<file path="src/hdl/nds_ram.sv">
// Generic single write port, single read port RAM with registered read.
`default_nettype none
module nds_ram #(
    parameter int WIDTH = 32,
    parameter int DEPTH = 64
) (
    input  wire logic                     i_clk,
    input  wire logic                     i_we,
    input  wire logic [$clog2(DEPTH)-1:0] i_waddr,
    input  wire logic [WIDTH-1:0]         i_wdata,
    input  wire logic [$clog2(DEPTH)-1:0] i_raddr,
    output logic      [WIDTH-1:0]         o_rdata
);
    logic [WIDTH-1:0] r_mem [DEPTH];

    always_ff @(posedge i_clk) begin
        if (i_we) begin
            r_mem[i_waddr] <= i_wdata;
        end
        o_rdata <= r_mem[i_raddr];
    end
endmodule
`default_nettype wire

</file>
<file path="config.mk">
export PLATFORM = sky130hd
export DESIGN_NAME = nds_ram
export DESIGN_NICKNAME = d
export VERILOG_FILES = /design/src/hdl/nds_ram.sv
export SDC_FILE = /design/constraint.sdc
export NUM_CORES = 2
export LEC_CHECK = 0
export ABC_AREA = 1
export BUFFER_PORTS_ARGS = -buffer_cell sky130_fd_sc_hd__buf_4
export CORE_MARGIN = 2
export CORE_UTILIZATION = 40
export CTS_CLUSTER_SIZE = 40
export DETAILED_ROUTE_END_ITERATION = 7
export PLACE_DENSITY = 0.6
export SYNTH_ARGS = -nofsm -noshare
export SYNTH_HDL_FRONTEND = slang
export SYNTH_SLANG_ARGS = --single-unit
</file>
<file path="constraint.sdc">
create_clock -name i_clk -period 6.9 [get_ports i_clk]
set_input_delay 1.035 -clock i_clk [delete_from_list [all_inputs] [get_ports i_clk]]
set_output_delay 1.035 -clock i_clk [all_outputs]
set_load 0.03 [all_outputs]
</file>
==> flow_metrics.env <==
export IMPL_row_count=166
export IMPL_reg2reg_depth=8
export IMPL_antenna_found_initial=18
export IMPL_cp_top_family="simple AND/OR/NAND/NOR gates"
export IMPL_rr_endpoint="o_rdata[21]$_DFF_P_"
export IMPL_dp_hpwl_um=126000
export IMPL_met3_length_um=21200
export IMPL_fp_dieW_um=459
export IMPL_final_cell_mix="nand2_1 (2248), edfxtp_1 (2048), nand3_1 (1907), clkbuf_16 (211), buf_4 (176)"
export IMPL_synthDistinctLibCells=16
export IMPL_root_buffer="clkbuf_16"
export IMPL_maxCapViolations=0
export IMPL_whs_path_depth=2
export IMPL_cts_buffers=207
export IMPL_synth_avg_cell_area_um2=12.2
export IMPL_grt_pass1_wl_um=354000
export IMPL_vias_per_cell=5.62
export IMPL_reg2reg_slack_ns=5.02
export IMPL_synthCells=6769
export IMPL_post_place_cells=9203
export IMPL_final_cells=9595
export IMPL_clk_pin_slew_ns=0.06
export IMPL_gp_congestion=0.832
export IMPL_critPathLaunchType="input port"
export IMPL_cts_resized=0
export IMPL_ys_warn_count=0
export IMPL_ys_seq_area_share_pct=75.1
export IMPL_post_cts_buffers=0
export IMPL_grt_setup_unrepaired="no"
export IMPL_ios=78
export IMPL_track_usage_pct=23.0
export IMPL_start_util_pct=40.3
export IMPL_drtIter0Drc=7387
export IMPL_relSlewSlack_pct=2.48
export IMPL_skew_ns=0.0311
export IMPL_tightestPinTransition_ns=1.46
export IMPL_fin_tns_setup_ns=0
export IMPL_synth_top_cells_by_area="edfxtp_1 (74%), nand3_1 (12%), nand2_1 (10%), buf_2 (1.7%), dfxtp_1 (0.77%)"
export IMPL_crit_buf_inv=3
export IMPL_ys_seq_elements=2080
export IMPL_insertion_delay_ns=0.85
export IMPL_final_nets=6770
export IMPL_end_kind="flop"
export IMPL_leakagePower_nw=32.2
export IMPL_cts_tree="done"
export IMPL_wirelength_um=247000
export IMPL_cts_sinks=2080
export IMPL_drc=0
export IMPL_die_area_mm2=0.210
export IMPL_min_from="i_waddr[2]"
export IMPL_status="finished, final reports clean"
export IMPL_grt_pass1_vias=50690
export IMPL_path_class="input port to flop"
export IMPL_met2_length_um=114000
export IMPL_multi_input_area_mm2=0.0188
export IMPL_r2r_start="r_mem[7][21]$_DFFE_PP_"
export IMPL_register_area_mm2=0.0621
export IMPL_synth_top_cell_area_share_pct=74.3
export IMPL_first_pass_iters=6
export IMPL_netlist_area_mm2=0.0827
export IMPL_cp_cell_sequence="buf_8 > buf_4 > buf_12 > nand2_1 > nand3_1 > nand3_1 > nand3_1 > nand3_1 > nand2_1 > nand2_1 > nand2_1"
export IMPL_syn2layout_area_growth_pct=12.0
export IMPL_fill_cells=18332
export IMPL_crit_arrival_ns=4.42
export IMPL_core_area_mm2=0.205
export IMPL_hold_slack_ns=0.660
export IMPL_port_buffer_count=77
export IMPL_drt_antenna_violating_nets=0
export IMPL_crit_path_top_delay_cell="buf_4"
export IMPL_ir_drop_mv=0.225
export IMPL_slew_viol_final=0
export IMPL_worst_path_largest_cell_delay_ns=0.48
export IMPL_max_freq_mhz=273
export IMPL_crit_required_ns=7.66
export IMPL_dr_total_vias=53896
export IMPL_grt_ovfl_total=0
export IMPL_cts_htree_levels=4
export IMPL_path_max_fanout=210
export IMPL_min_to="r_mem[50][4]$_DFFE_PP_"
export IMPL_routedWlPerCell_um=25.7
export IMPL_highest_layer="met5"
export IMPL_drive_gt1_share_pct=7.94
export IMPL_holdBufCountCts=0
export IMPL_grt_max_degree=219
export IMPL_finalHoldViolations=0
export IMPL_cts_path_max_buffers=3
export IMPL_power_density_mw_per_mm2=289
export IMPL_hold_path_class="input port to flop"
export IMPL_finalCritPeriodShare_pct=53.0
export IMPL_setup_viol_count_final=0
export IMPL_wl_met1_um=102000
export IMPL_die_h_um=459
export IMPL_synth_top_cell_by_area="edfxtp_1"
export IMPL_layout_min_cycle_time_ns=3.66
export IMPL_final_common_cell="nand2_1"
export IMPL_synth_nets=6815
sequential cells by signal, indices dropped and copies added, names as in the netlist:
name,count
r_mem,2048
o_rdata,32
how the worst max path moves through the flow:
| stage | start | to | slack, ns | cells past startpoint |
|---|---|---|---|---|
| 2_1_floorplan | i_we | r_mem[48][0]$_DFFE_PP_ | 1.74 | 3 |
| 5_1_grt | i_raddr[0] | o_rdata[15]$_DFF_P_ | 3.23 | 11 |
| 4_1_cts | i_raddr[0] | o_rdata[19]$_DFF_P_ | 3.50 | 11 |
| 3_3_place_gp | i_raddr[0] | o_rdata[19]$_DFF_P_ | 2.61 | 11 |
| 3_5_place_dp | i_raddr[0] | o_rdata[19]$_DFF_P_ | 2.59 | 11 |
| 6_report | i_raddr[0] | o_rdata[19]$_DFF_P_ | 3.24 | 11 |
Yosys cell counts:
master       n
dfxtp_1     32
buf_1       40
nor2_1      56
nand2_1   2248
nand3_1   1907
nor4_1       8
clkbuf_1    77
inv_1        9
edfxtp_1  2048
buf_4       45
buf_2      282
buf_6        3
inv_2        2
inv_4        1
nand4_1      9
buf_8        2
per-layer routing:
metal	track usage [%]	vias to the layer above
met5	0	-
met4	8.34	6
met3	3.51	418
met2	36.1	2660
met1	32.5	26763
li1	-	24049
layout make-up:
| class | count | area share [%] |
|---|---|---|
| flip-flops and latches | 2080 | 67.1 |
| multi-input cells | 4228 | 20.3 |
| clock buffers | 283 | 6.11 |
| well taps | 2688 | 3.63 |
| repair buffers | 195 | 1.81 |
| clock inverters | 101 | 1.02 |
| inverters | 12 | 0.0878 |
| diodes | 8 | 0.0216 |
where the power goes:
part / leakage, nW / internal [mW] / switching, mW
clock network: 3.22 / 6.29 / 4.74
logic: 10.2 / 0.376 / 1.29
registers: 18.7 / 14.0 / 0.0696
cell families (layout without fill, tap and decap cells):
logic type	count (synthesis)	after routing	synth area share [%]
buffers and inverters	461	591	2.78
other	0	8	0
and+or+nand+nor	4228	4228	22.1
DFF	2080	2080	75.1
metrics by stage:
| step | setup WS, ns | area (um^2) | utilization, % | power [mW] |
|---|---|---|---|---|
| 6_report | 3.24 | 92700 | 45.2 | 26.8 |
| 5_1_grt | 3.23 | 92600 | 45.1 | 27.5 |
| 4_1_cts | 3.50 | 92600 | 45.1 | 26.9 |
| 3_5_place_dp | 2.59 | 86000 | 41.9 | 16.0 |
| 3_3_place_gp | 2.61 | 86000 | 41.9 | 16.0 |
| 2_1_floorplan | 1.74 | 82700 | - | 15.2 |
Power figures use the tool's default switching activity.
